File: src/rtl/gfs_ram.sv
// ----------------------------------------------------------------------------
// Generic single-port-write RAM
// One write port and one read port, read data registered.
// ----------------------------------------------------------------------------
module gfs_ram #(
    parameter int WIDTH = 8,
    parameter int DEPTH = 16
) (
    input  logic                     aclk,
    input  logic                     wr_en,
    input  logic [$clog2(DEPTH)-1:0] wr_addr,
    input  logic [WIDTH-1:0]         wr_data,
    input  logic [$clog2(DEPTH)-1:0] rd_addr,
    output logic [WIDTH-1:0]         rd_data
);

    logic [WIDTH-1:0] mem_reg [DEPTH];
    logic [WIDTH-1:0] rd_data_reg;

    always_ff @(posedge aclk) begin
        if (wr_en) begin
            mem_reg[wr_addr] <= wr_data;
        end
        rd_data_reg <= mem_reg[rd_addr];
    end

    assign rd_data = rd_data_reg;

endmodule

File: config.mk
export PLATFORM = sky130hd
export DESIGN_NAME = gfs_ram
export DESIGN_NICKNAME = d
export VERILOG_FILES = /design/src/rtl/gfs_ram.sv
export SDC_FILE = /design/constraint.sdc
export NUM_CORES = 1
export LEC_CHECK = 0
export ABC_AREA = 1
export BUFFER_PORTS_ARGS = -buffer_cell sky130_fd_sc_hd__buf_2
export CAP_MARGIN = 20
export CORE_MARGIN = 2
export CORE_UTILIZATION = 59
export DETAILED_ROUTE_END_ITERATION = 10
export PLACE_DENSITY = 0.86
export SLEW_MARGIN = 0
export SYNTH_ARGS = -nofsm -noshare
export SYNTH_HDL_FRONTEND = slang
export SYNTH_SLANG_ARGS = --single-unit
File: constraint.sdc
create_clock -name aclk -period 2 [get_ports aclk]
set_clock_uncertainty 0.2 [all_clocks]
set_input_delay 0.3 -clock aclk [delete_from_list [all_inputs] [get_ports aclk]]
set_output_delay 0.3 -clock aclk [all_outputs]
set_load 0.1 [all_outputs]
Word-level counts from Yosys, hierarchy flattened

Memory sizes are Yosys's and may differ from the RTL's. A register that Yosys moved wholly into a read port is not among the register bits.
Index checks and enable logic that the tools add are counted.

Bits in registers: 0
Memory bits (writable): 128
Input bits: 18
Output and inout port bits: 8
Logic and storage cells: 3
Memories kept: 1

Mux-type cells: 2

Memory list:

| name    | depth | width | read ports | clocked after memory_dff | write ports | line | text |
|---|---|---|---|---|---|---|---|
| mem_reg | 16    | 8     | 1          | 1                        | 1           | 17   | `logic [WIDTH-1:0] mem_reg [DEPTH];` |

Operator list:

| operator          | count |
|---|---|
| two-way mux 1 bit | 2 |

Depth between registers and ports, before layout

Depth after elaboration: 2
Mapped depth: 8

Worst setup path after synthesis

OpenSTA, ideal clock, no wires.

Path kind: in2reg
Start: in wr_addr[2]
End: mem mem_reg[10][0] (enable)
Arrival time: 0.881 ns
Required time: 1.430 ns
Path slack: 0.549 ns
Cell stages on the path: 2
Cells stage by stage: nand3b_1 > nor2_1

RTL lines:

| what            | line | text |
|---|---|---|
| start, declared | 11   | `input logic [$clog2(DEPTH)-1:0] wr_addr,` |
| end, declared   | 17   |  |

No word-level cell before the write port.

Worst setup path after layout

Start: reg rd_data_reg[1] (netlist: rd_data[1]), read port of mem_reg
End: out rd_data[1]

RTL lines:

| what            | line | text |
|---|---|---|
| start, declared | 18   | `logic [WIDTH-1:0] rd_data_reg;` |
| end, declared   | 14   | `output logic [WIDTH-1:0] rd_data` |

No word-level cell between the ends.

==> results.sh <==
export IMPL_critical_path_top_delay_family="buffers and inverters"
export IMPL_synth_distinct_cells=12
export IMPL_rows=36
export IMPL_cp_startpoint="rd_data[1]"
export IMPL_area_growth_pct=15.9
export IMPL_clock_sinks=136
export IMPL_die_area_mm2=0.0106
export IMPL_grt_ovfl_total=0
export IMPL_fmaxAchievable_mhz=542
export IMPL_pin_count=26
export IMPL_syn_nets=569
export IMPL_r2r_end="rd_data[7]"
export IMPL_hp_start="wr_data[3]"
export IMPL_post_route_period_util_pct=92.2
export IMPL_synth_cells=551
export IMPL_critPathCaptureType="output port"
export IMPL_ant_nets=0
export IMPL_crit_reg2reg_launch="mem_reg[1][7]"
export IMPL_cts_tree="built"
export IMPL_num_nets_final=620
export IMPL_syn_mean_instance_area_um2=10.5
export IMPL_grt_usage_pct=26.6
export IMPL_worst_endpoint_arrival_ns=1.34
export IMPL_finalSetupViolations=0
export IMPL_synth_area_mm2=0.00577
export IMPL_rsz0062_at_grt="no"
export IMPL_dp_hpwl_um=7920
export IMPL_post_cts_buffers=0
export IMPL_status="complete, no violations"
export IMPL_criticalPathCategory="register to output port"
export IMPL_antenna_found_initial=0
export IMPL_holdPathEnd="mem_reg[5][3]"
export IMPL_ff2ff_path_depth=6
export IMPL_slew_headroom_pct=67.5
export IMPL_cp_slowest_stage_delay_ns=0.45
export IMPL_cts_clk_slew_worst_paths_ns=0.06
export IMPL_wire_per_inst_um=17.5
export IMPL_first_iter_violations=460
export IMPL_dr_pass1_iters=5
export IMPL_first_global_vias=3875
export IMPL_max_vdd_ir_drop_mv=0.702
export IMPL_gp_congestion=0.862
export IMPL_largest_reg_flops=128
export IMPL_die_h_um=103
export IMPL_p_per_area_mw_per_mm2=973
export IMPL_antennaDiodeCount=0
export IMPL_clock_power_share_pct=42.5
export IMPL_wirelength_um=13100
export IMPL_worstPathCellList="buf_2"
export IMPL_via_count=4064
export IMPL_power_leakage_uw=0.00292
export IMPL_power_total_uw=6500
export IMPL_whs_path_depth=1
export IMPL_start_util_pct=59.8
export IMPL_die_w_um=103
export IMPL_via_per_inst=5.43
export IMPL_ctsHtreeMaxLevel=4
export IMPL_cap_violations=0
export IMPL_hold_class="primary input to register"
export IMPL_cts_resized=0
export IMPL_fin_tns_setup_ns=0
export IMPL_power_switching_uw=1570
export IMPL_drv_slew=0
export IMPL_synth_warnings=0
export IMPL_path_max_fanout=1
export IMPL_seq_power_share_pct=49.3
export IMPL_cts_made_buffers=17
export IMPL_p_sw_share_pct=24.1
export IMPL_root_buffer="clkbuf_8"
export IMPL_hold_violations=0
export IMPL_worst_skew_pair_late_latency_ns=0.53
export IMPL_clk_path_buf_depth=2
export IMPL_drc=0
export IMPL_drive_gt1_share_pct=13.0
export IMPL_grt_max_degree=36
export IMPL_synth_seq_cells=136
export IMPL_ff2ff_setup_slack_ns=0.74
export IMPL_core_mm2=0.00964
export IMPL_period_minus_slack_ns=1.84
export IMPL_start_kind="register"
export IMPL_internal_power_uw=4940
export IMPL_slowest_stage="buf_2"
export IMPL_grt_pass1_wl_um=19900
export IMPL_comb_power_share_pct=8.2
export IMPL_path_buf_inv=1
export IMPL_yosysSeqAreaShare_pct=69.4
export IMPL_port_buffers=25
export IMPL_tightest_slew_ns=0.490
export IMPL_cp_required_ns=1.50
-- cell usage in the layout (no fill, tap or decap) --
cell	count
buf_12	1
buf_2	25
buf_4	23
bufinv_16	1
clkbuf_1	1
clkbuf_16	16
clkbuf_8	1
clkinv_1	2
clkinv_2	5
clkinv_4	2
clkinvlp_4	4
dfxtp_1	8
dlygate4sd3_1	7
edfxtp_1	128
inv_1	100
inv_2	2
nand2_1	173
nand3_1	97
nand3b_1	2
nor2_1	17
-- through the flow --
stage | utilization [%] | hold WS [ns] | instances | cell area, um^2 | setup slack [ns]
5_1_grt | 69.3 | 0.0115 | 748 | 6680 | 0.132
4_1_cts | 69.3 | 0.00117 | 748 | 6680 | 0.137
3_5_place_dp | 63.1 | 0.467 | 709 | 6080 | 0.325
2_1_floorplan | - | 0.199 | 551 | 5770 | 0.549
6_report | 69.3 | 0.00668 | 748 | 6680 | 0.155
3_3_place_gp | 63.1 | 0.459 | 709 | 6080 | 0.357
-- power by group through the flow --
stage	Combinational, uW	Sequential, uW	Clock (uW)
after global placement	499	3260	0
final	535	3210	2760
after floorplan	225	3400	0
after CTS	531	3210	2780
after detailed placement	514	3270	0
after global routing	571	3210	2890
-- worst max-delay path by stage --
stage | endpoint | cells past startpoint
4_1_cts | rd_data[1] | 1
3_5_place_dp | rd_data[3] | 7
2_1_floorplan | mem_reg[10][0] | 2
5_1_grt | rd_data[1] | 1
3_3_place_gp | rd_data[6] | 7
6_report | rd_data[1] | 1
-- cell families (layout without fill, tap and decap cells) --
logic type / after synthesis / after routing / synth area share [%]
buf+inv: 126 / 190 / 9.52
simple gates: 289 / 289 / 21.0
flops: 136 / 136 / 69.4
-- layer usage --
layer	up-vias	GRT usage, %	share of wire, %
li1	1878	-	-
met1	1901	33.2	37
met2	243	43.9	50
met3	42	6.10	9.1
met4	0	14.0	3.5
met5	-	0	0
-- timing repair --
item | 4_1_cts | 5_1_grt
endpoints found under the hold margin | 94 | 0
hold buffers | 7 | 0
endpoints found under the setup margin | 0 | 0
-- area by class of cell --
type | instances | area, um^2
Sequential cell | 136 | 4000
Fill cell | 682 | 2960
Multi-Input combinational cell | 289 | 1210
Clock buffer | 18 | 418
Timing Repair Buffer | 56 | 388
Inverter | 102 | 383
Tap cell | 133 | 166
Clock inverter | 14 | 110
-- cells in the mapped netlist --
cell type	number	area, um^2
buf_1	1	3.75
buf_2	13	65.1
buf_4	4	30.0
buf_6	6	67.6
dfxtp_1	8	160
edfxtp_1	128	3840
inv_1	100	375
inv_2	2	7.51
nand2_1	173	649
nand3_1	97	485
nand3b_1	2	15.0
nor2_1	17	63.8
Note: power is estimated with default switching activity, not from simulation.
