### config.mk
export PLATFORM = sky130hd
export DESIGN_NAME = gfs_mod_unit
export DESIGN_NICKNAME = d
export VERILOG_FILES = /design/src/rtl/gfs_pkg.sv /design/src/rtl/gfs_mod_unit.sv
export SDC_FILE = /design/constraint.sdc
export NUM_CORES = 1
export LEC_CHECK = 0
export ABC_AREA = 1
export BUFFER_PORTS_ARGS = -buffer_cell sky130_fd_sc_hd__clkbuf_2
export CORE_ASPECT_RATIO = 2
export CORE_MARGIN = 2
export CORE_UTILIZATION = 25
export CTS_BUF_LIST = sky130_fd_sc_hd__clkbuf_8 sky130_fd_sc_hd__clkbuf_16
export CTS_CLUSTER_DIAMETER = 50
export DETAILED_ROUTE_END_ITERATION = 7
export GPL_TIMING_DRIVEN = 0
export PLACE_DENSITY = 0.42
export SLEW_MARGIN = 20
export SYNTH_ARGS = -nofsm -noshare
export SYNTH_HDL_FRONTEND = slang
export SYNTH_SLANG_ARGS = --single-unit
export TNS_END_PERCENT = 100
### constraint.sdc
create_clock -name aclk -period 3.3 [get_ports aclk]
set_clock_uncertainty 0.2 [all_clocks]
set_input_delay 0.165 -clock aclk [delete_from_list [all_inputs] [get_ports aclk]]
set_output_delay 0.165 -clock aclk [all_outputs]
set_load 0.05 [all_outputs]
### src/rtl/gfs_pkg.sv
// ----------------------------------------------------------------------------
// GSAT flip selector package
// Shared widths, codes and types of the flip selector.
// ----------------------------------------------------------------------------
package gfs_pkg;

    localparam int MAX_VARIABLES     = 1024;
    localparam int MAX_CLAUSES       = 4096;
    localparam int MAX_CLAUSE_LENGTH = 8;

    localparam int VAR_W    = 10;   // variable number
    localparam int NV_W     = 11;   // variable count
    localparam int CIDX_W   = 12;   // clause number
    localparam int NC_W     = 13;   // clause count, also the step counter
    localparam int SLOT_W   = 3;
    localparam int LIT_W    = 12;
    localparam int ROW_W    = LIT_W * MAX_CLAUSE_LENGTH;
    localparam int GAIN_W   = 13;
    localparam int WALK_W   = 10;
    localparam int DRAW_W   = 32;
    localparam int DSTEP_W  = 5;
    localparam int CFG_IDX_W = 2;
    localparam int CFG_W    = 13;

    // Literal layout inside a clause row.
    localparam int LIT_POL_BIT  = 10;
    localparam int LIT_USED_BIT = 11;

    localparam logic [1:0] MODE_LOAD = 2'd0;
    localparam logic [1:0] MODE_SET  = 2'd1;
    localparam logic [1:0] MODE_STEP = 2'd2;

    localparam logic [CFG_IDX_W-1:0] CFG_NUM_VARIABLES  = 2'd0;
    localparam logic [CFG_IDX_W-1:0] CFG_NUM_CLAUSES    = 2'd1;
    localparam logic [CFG_IDX_W-1:0] CFG_WALK_THRESHOLD = 2'd2;

    localparam logic [NV_W-1:0]   NUM_VARIABLES_RST  = 11'd1;
    localparam logic [NC_W-1:0]   NUM_CLAUSES_RST    = 13'd0;
    localparam logic [WALK_W-1:0] WALK_THRESHOLD_RST = 10'd100;

    // Request to the remainder unit.
    typedef struct packed {
        logic              start;
        logic [DRAW_W-1:0] dividend;
        logic [NV_W-1:0]   divisor;
    } div_req_t;

endpackage

### src/rtl/gfs_mod_unit.sv
// ----------------------------------------------------------------------------
// Remainder unit
// Restoring division, one quotient bit per cycle; only the remainder is kept.
// ----------------------------------------------------------------------------
module gfs_mod_unit (
    input  logic                          aclk,
    input  logic                          aresetn,
    input  gfs_pkg::div_req_t             req,
    output logic                          done,
    output logic [gfs_pkg::VAR_W-1:0]     rem
);

    logic                          busy_reg;
    logic                          done_reg;
    logic [gfs_pkg::DSTEP_W-1:0]   step_reg;
    logic [gfs_pkg::DRAW_W-1:0]    quo_reg;
    logic [gfs_pkg::VAR_W-1:0]     rem_reg;
    logic [gfs_pkg::NV_W-1:0]      div_reg;
    logic [gfs_pkg::NV_W-1:0]      trial;
    logic [gfs_pkg::NV_W-1:0]      diff;

    assign trial = {rem_reg, quo_reg[gfs_pkg::DRAW_W-1]};
    assign diff  = trial - div_reg;

    always_ff @(posedge aclk) begin
        if (!aresetn) begin
            busy_reg <= 1'b0;
            done_reg <= 1'b0;
            step_reg <= '0;
        end else begin
            done_reg <= 1'b0;
            if (req.start) begin
                busy_reg <= 1'b1;
                step_reg <= '0;
            end else if (busy_reg) begin
                step_reg <= step_reg + 1'b1;
                if (step_reg == '1) begin
                    busy_reg <= 1'b0;
                    done_reg <= 1'b1;
                end
            end
        end
    end

    always_ff @(posedge aclk) begin
        if (req.start) begin
            quo_reg <= req.dividend;
            div_reg <= req.divisor;
            rem_reg <= '0;
        end else if (busy_reg) begin
            quo_reg <= {quo_reg[gfs_pkg::DRAW_W-2:0], 1'b0};
            // The remainder stays below the divisor, so ten bits hold it.
            if (trial >= div_reg) begin
                rem_reg <= diff[gfs_pkg::VAR_W-1:0];
            end else begin
                rem_reg <= trial[gfs_pkg::VAR_W-1:0];
            end
        end
    end

    assign done = done_reg;
    assign rem  = rem_reg;

endmodule

# == Word level (Yosys, flattened, before mapping) ==
# Index checks and enable logic that the tools add are counted.
# classes
addsub,2
n_lt_le_gt_ge,1
n_eq_ne,1
mux,7
n_bitwise,2
n_reduce_logical,3
# op_table
op,count
$mux 32,2
$ge 11x11->1,1
$mux 10,1
$sub 10x10->10,1
$add 5x1->5 const B,1
$eq 5x5->1 const B,1
$mux 1,4
$reduce_or 3->1,1
$not 1->1,2
$reduce_bool 2->1,1
$reduce_or 2->1,1
# totals
reg_bits,60
inputBits,46
output_inout_bits,11
word_cells,22

# == Depth between registers and ports, before layout ==
# depth
word_depth,4
ltp_mapped,13
mapped_depth_nobuf,13

# == Worst setup path after synthesis ==
# No wires, ideal clock.
# synth_timing
path_type,register -> register
from,"register rem_reg, in the netlist rem[1]"
to,"register rem_reg, in the netlist rem[0]"
setup_ns,0.160
arrival_time_ns,1.851
required_ns,2.940
setup_slack_ns,1.089
path_stages_with_launch,10
path_buffers,1
period_less_slack_ns,2.211
cell_sequence,dfxtp_1 > ha_1 > or2_1 > nand3_1 > nand2_2 > nand2_2 > buf_6 > nand3_1 > nand3_1 > o21ai_0
# synth_via
elab_chain_len,2
# synth_lines
item,line_no,source
start: declaration,gfs_mod_unit.sv:17,logic [gfs_pkg::VAR_W-1:0] rem_reg;
start signal: assignment,gfs_mod_unit.sv:54,rem_reg <= diff[gfs_pkg::VAR_W-1:0];
start signal: assignment,gfs_mod_unit.sv:56,rem_reg <= trial[gfs_pkg::VAR_W-1:0];
$ge 11x11->1,gfs_mod_unit.sv:53,if (trial >= div_reg) begin
$mux 10,gfs_mod_unit.sv:53,
# Every way passes these cells.
# A chain may end at the register's enable or synchronous reset.

# == Worst setup path after layout ==
# layout_timing
from,register quo_reg[31] (netlist bit)
to,"register rem_reg, in the netlist rem[0]"
# layout_via
elab_chain_len,2
elab_cells_between_ends,3
cone_classes,1 x add/sub; 1 x order compare; 1 x mux
# layout_lines
item,line_no,source
start: declaration,gfs_mod_unit.sv:16,logic [gfs_pkg::DRAW_W-1:0] quo_reg;
start signal: assignment,gfs_mod_unit.sv:47,quo_reg <= req.dividend;
start signal: assignment,gfs_mod_unit.sv:51,"quo_reg <= {quo_reg[gfs_pkg::DRAW_W-2:0], 1'b0};"
$sub 10x10->10 or $ge 11x11->1 (tied branches),"gfs_mod_unit.sv:23, gfs_mod_unit.sv:53",
$mux 10 *,gfs_mod_unit.sv:53,
# Mark *: on every way between the ends. The rest lies on a longest branch, timed or not.

==> results_dict.tcl <==
set metrics [dict create \
    max_slew_margin 0.486 \
    worst_hold_slack_ns 0.100 \
    grt_max_degree 33 \
    critPathMaxStageDelay_ns 0.37 \
    ys_ff_latch 60 \
    diodes 0 \
    min_period_ns 2.06 \
    cts_max_level 3 \
    dr_total_vias 2703 \
    cp_data_required_time_ns 3.31 \
    tightestPinTransition_ns 0.768 \
    chipWidth_um 82.3 \
    rsz0062_at_grt "no" \
    p_switching_mw 0.488 \
    place.gp.congestion 0.857 \
    cts.sinks 60 \
    worst_setup_hold_path_clk_slew_ns 0.06 \
    drtIter0Drc 74 \
    seq_power_share 0.421 \
    cp_top_family "simple AND/OR/NAND/NOR gates" \
    p_leak_nw 2.13 \
    post-route-period-util 0.623 \
    finalHoldViolations 0 \
    crit_top_cell "nand3_1" \
    syn_area_sq_mm 0.00306 \
    placed_cells 571 \
    worst-path-buf-inv 2 \
    cts_root_buf "clkbuf_16" \
    largest_reg_flops 32 \
    area_growth_pct 40.2 \
    crit_arrival_ns 2.07 \
    wl_met2_um 4580 \
    ant_nets 0 \
    routedLengthMet1_um 2690 \
    power_frac_comb 0.112 \
    setup_viol 0 \
    nets 539 \
    clkLatencyLatePin_ns 0.33 \
    top_layer_used "met4" \
    io_buffers 56 \
    grt_overflow_total 0 \
    pwr_density_cell_mw_per_mm2 494 \
    cts_resized 0 \
    cts_tree "done" \
    cts_buffer_depth 2 \
    p_int_mw 1.63 \
    fmax_mhz 486 \
    grt_pass1_wl_um 13200 \
    drtPass1Iterations 4 \
    outcome "finished, final reports clean" \
    detail_route.wl_per_cell_um 12.3 \
    path_max_fanout 10 \
    instances_no_fill 631 \
    endpoint_kind "register" \
    worst_hold_path_type "input port to register" \
    antenna_found_initial 0 \
    grt.total_usage 0.132 \
    viasPerCell 4.28 \
    cts_buffers 9 \
    synth-seq-area-share 0.532 \
    power.total_mw 2.12 \
    core_sq_mm 0.0121 \
    ys_warn_count 0 \
    synth.avg_cell_area_sq_um 8.35 \
    peakVddDrop_mv 0.277 \
    layout-drive-gt1-share 0.174 \
    crit_chain "inv_1, ha_1, nand2_1, nor2_1, nand3_1, nand2_1, nor2_1, buf_4, nand3_1, nand3_1, o21ai_0" \
    cts_setup_buffers 0 \
    synth_nets 427 \
    slew_viol_final 0 \
    pwr-share-clk 0.467 \
    switching_share 0.230 \
    layout_commonest_cell "nand2_1" \
    syn_inst 367 \
    pin_count 57 \
    worstSetupStartpointType "register" \
    dp_hpwl_um 5930 \
    drc 0 \
    route.met3.wl_um 264 \
    wirelength_um 7790 \
    core.rowCount 57 \
    mostFrequentLayoutCells "157 x nand2_1, 56 x clkbuf_2, 46 x inv_1" \
    die_area_sq_mm 0.0132 \
    cp_slowest_cell "edfxtp_1" \
    path_class "register to register" \
    ys_types 28 \
    start_util 0.254 \
    cap_violations 0 \
    die_h_um 161 \
    setup_tns_ns 0 \
    grt_pass1_vias 3011 \
    hold_buffers 44 \
]
==> per-layer routing <==
metal  track usage  up-vias
met5             0        -
met3        0.0309       15
li1              -     1394
met1         0.117     1240
met4        0.0636        0
met2         0.260       54
==> worst paths after layout <==
kind,start,depth (start not counted),slack [ns],end
min,req[43],1,0.10,div_reg[7]$_DFFE_PP_
min reg2reg,step_reg[4]$_SDFFE_PP0P_,2,0.27,step_reg[4]$_SDFFE_PP0P_
max reg2reg,quo_reg[31]$_DFFE_PP_,11,1.24,rem[0]$_SDFFE_PP0P_
max,quo_reg[31]$_DFFE_PP_,11,1.24,rem[0]$_SDFFE_PP0P_
==> metrics by stage <==
stage	utilization	area [sq um]	setup slack, ns
floorplan	-	3060	1.09
global placement	0.293	3530	0.267
detailed placement	0.294	3550	0.911
CTS	0.356	4300	1.21
global route	0.356	4300	0.990
finish	0.356	4300	1.24
==> final cells by class <==
cell class                 count  area (sq um)
fill                        1225          7760
buffer                        10          52.6
sequential                    60          1630
tap                          147           184
timing repair buffer         101           741
multi-input combinational    251          1210
clock inverter                 7          82.6
clock buffer                   9           225
inverter                      46           173
==> logic make-up after synthesis <==
group,count (synthesis),share of synthesized area
AOI/OAI and AO/OA,18,0.0339
buffers and inverters,56,0.0735
adders and majority gates,14,0.0596
xor gates and xnor gates,3,0.00858
and+or+nand+nor,216,0.292
DFF,60,0.532
==> Yosys cell counts (all sizes together) <==
cell | n | area (sq um)
nand2 | 161 | 614
inv | 46 | 173
edfxtp | 43 | 1290
nand3 | 31 | 170
dfxtp | 17 | 340
nor2 | 16 | 60.1
ha | 13 | 163
o21ai | 8 | 43.8
a21oi | 7 | 38.8
clkbuf | 7 | 26.3
buf | 3 | 26.3
xnor2 | 3 | 26.3
nand3b | 2 | 15.0
nor3 | 2 | 10.0
a211oi | 1 | 7.51
a21o | 1 | 7.51
a31oi | 1 | 6.26
and2 | 1 | 6.26
and3 | 1 | 6.26
fa | 1 | 20.0
nand4 | 1 | 6.26
or2 | 1 | 6.26
==> power by group through the flow <==
stage	Clock (mW)	Sequential, mW	Combinational (mW)
CTS	1.02	0.893	0.243
detailed placement	0	0.908	0.202
global route	1.05	0.898	0.272
floorplan	0	0.909	0.120
global placement	0	0.909	0.197
finish	0.991	0.893	0.238
Power figures use the tool's default switching activity.
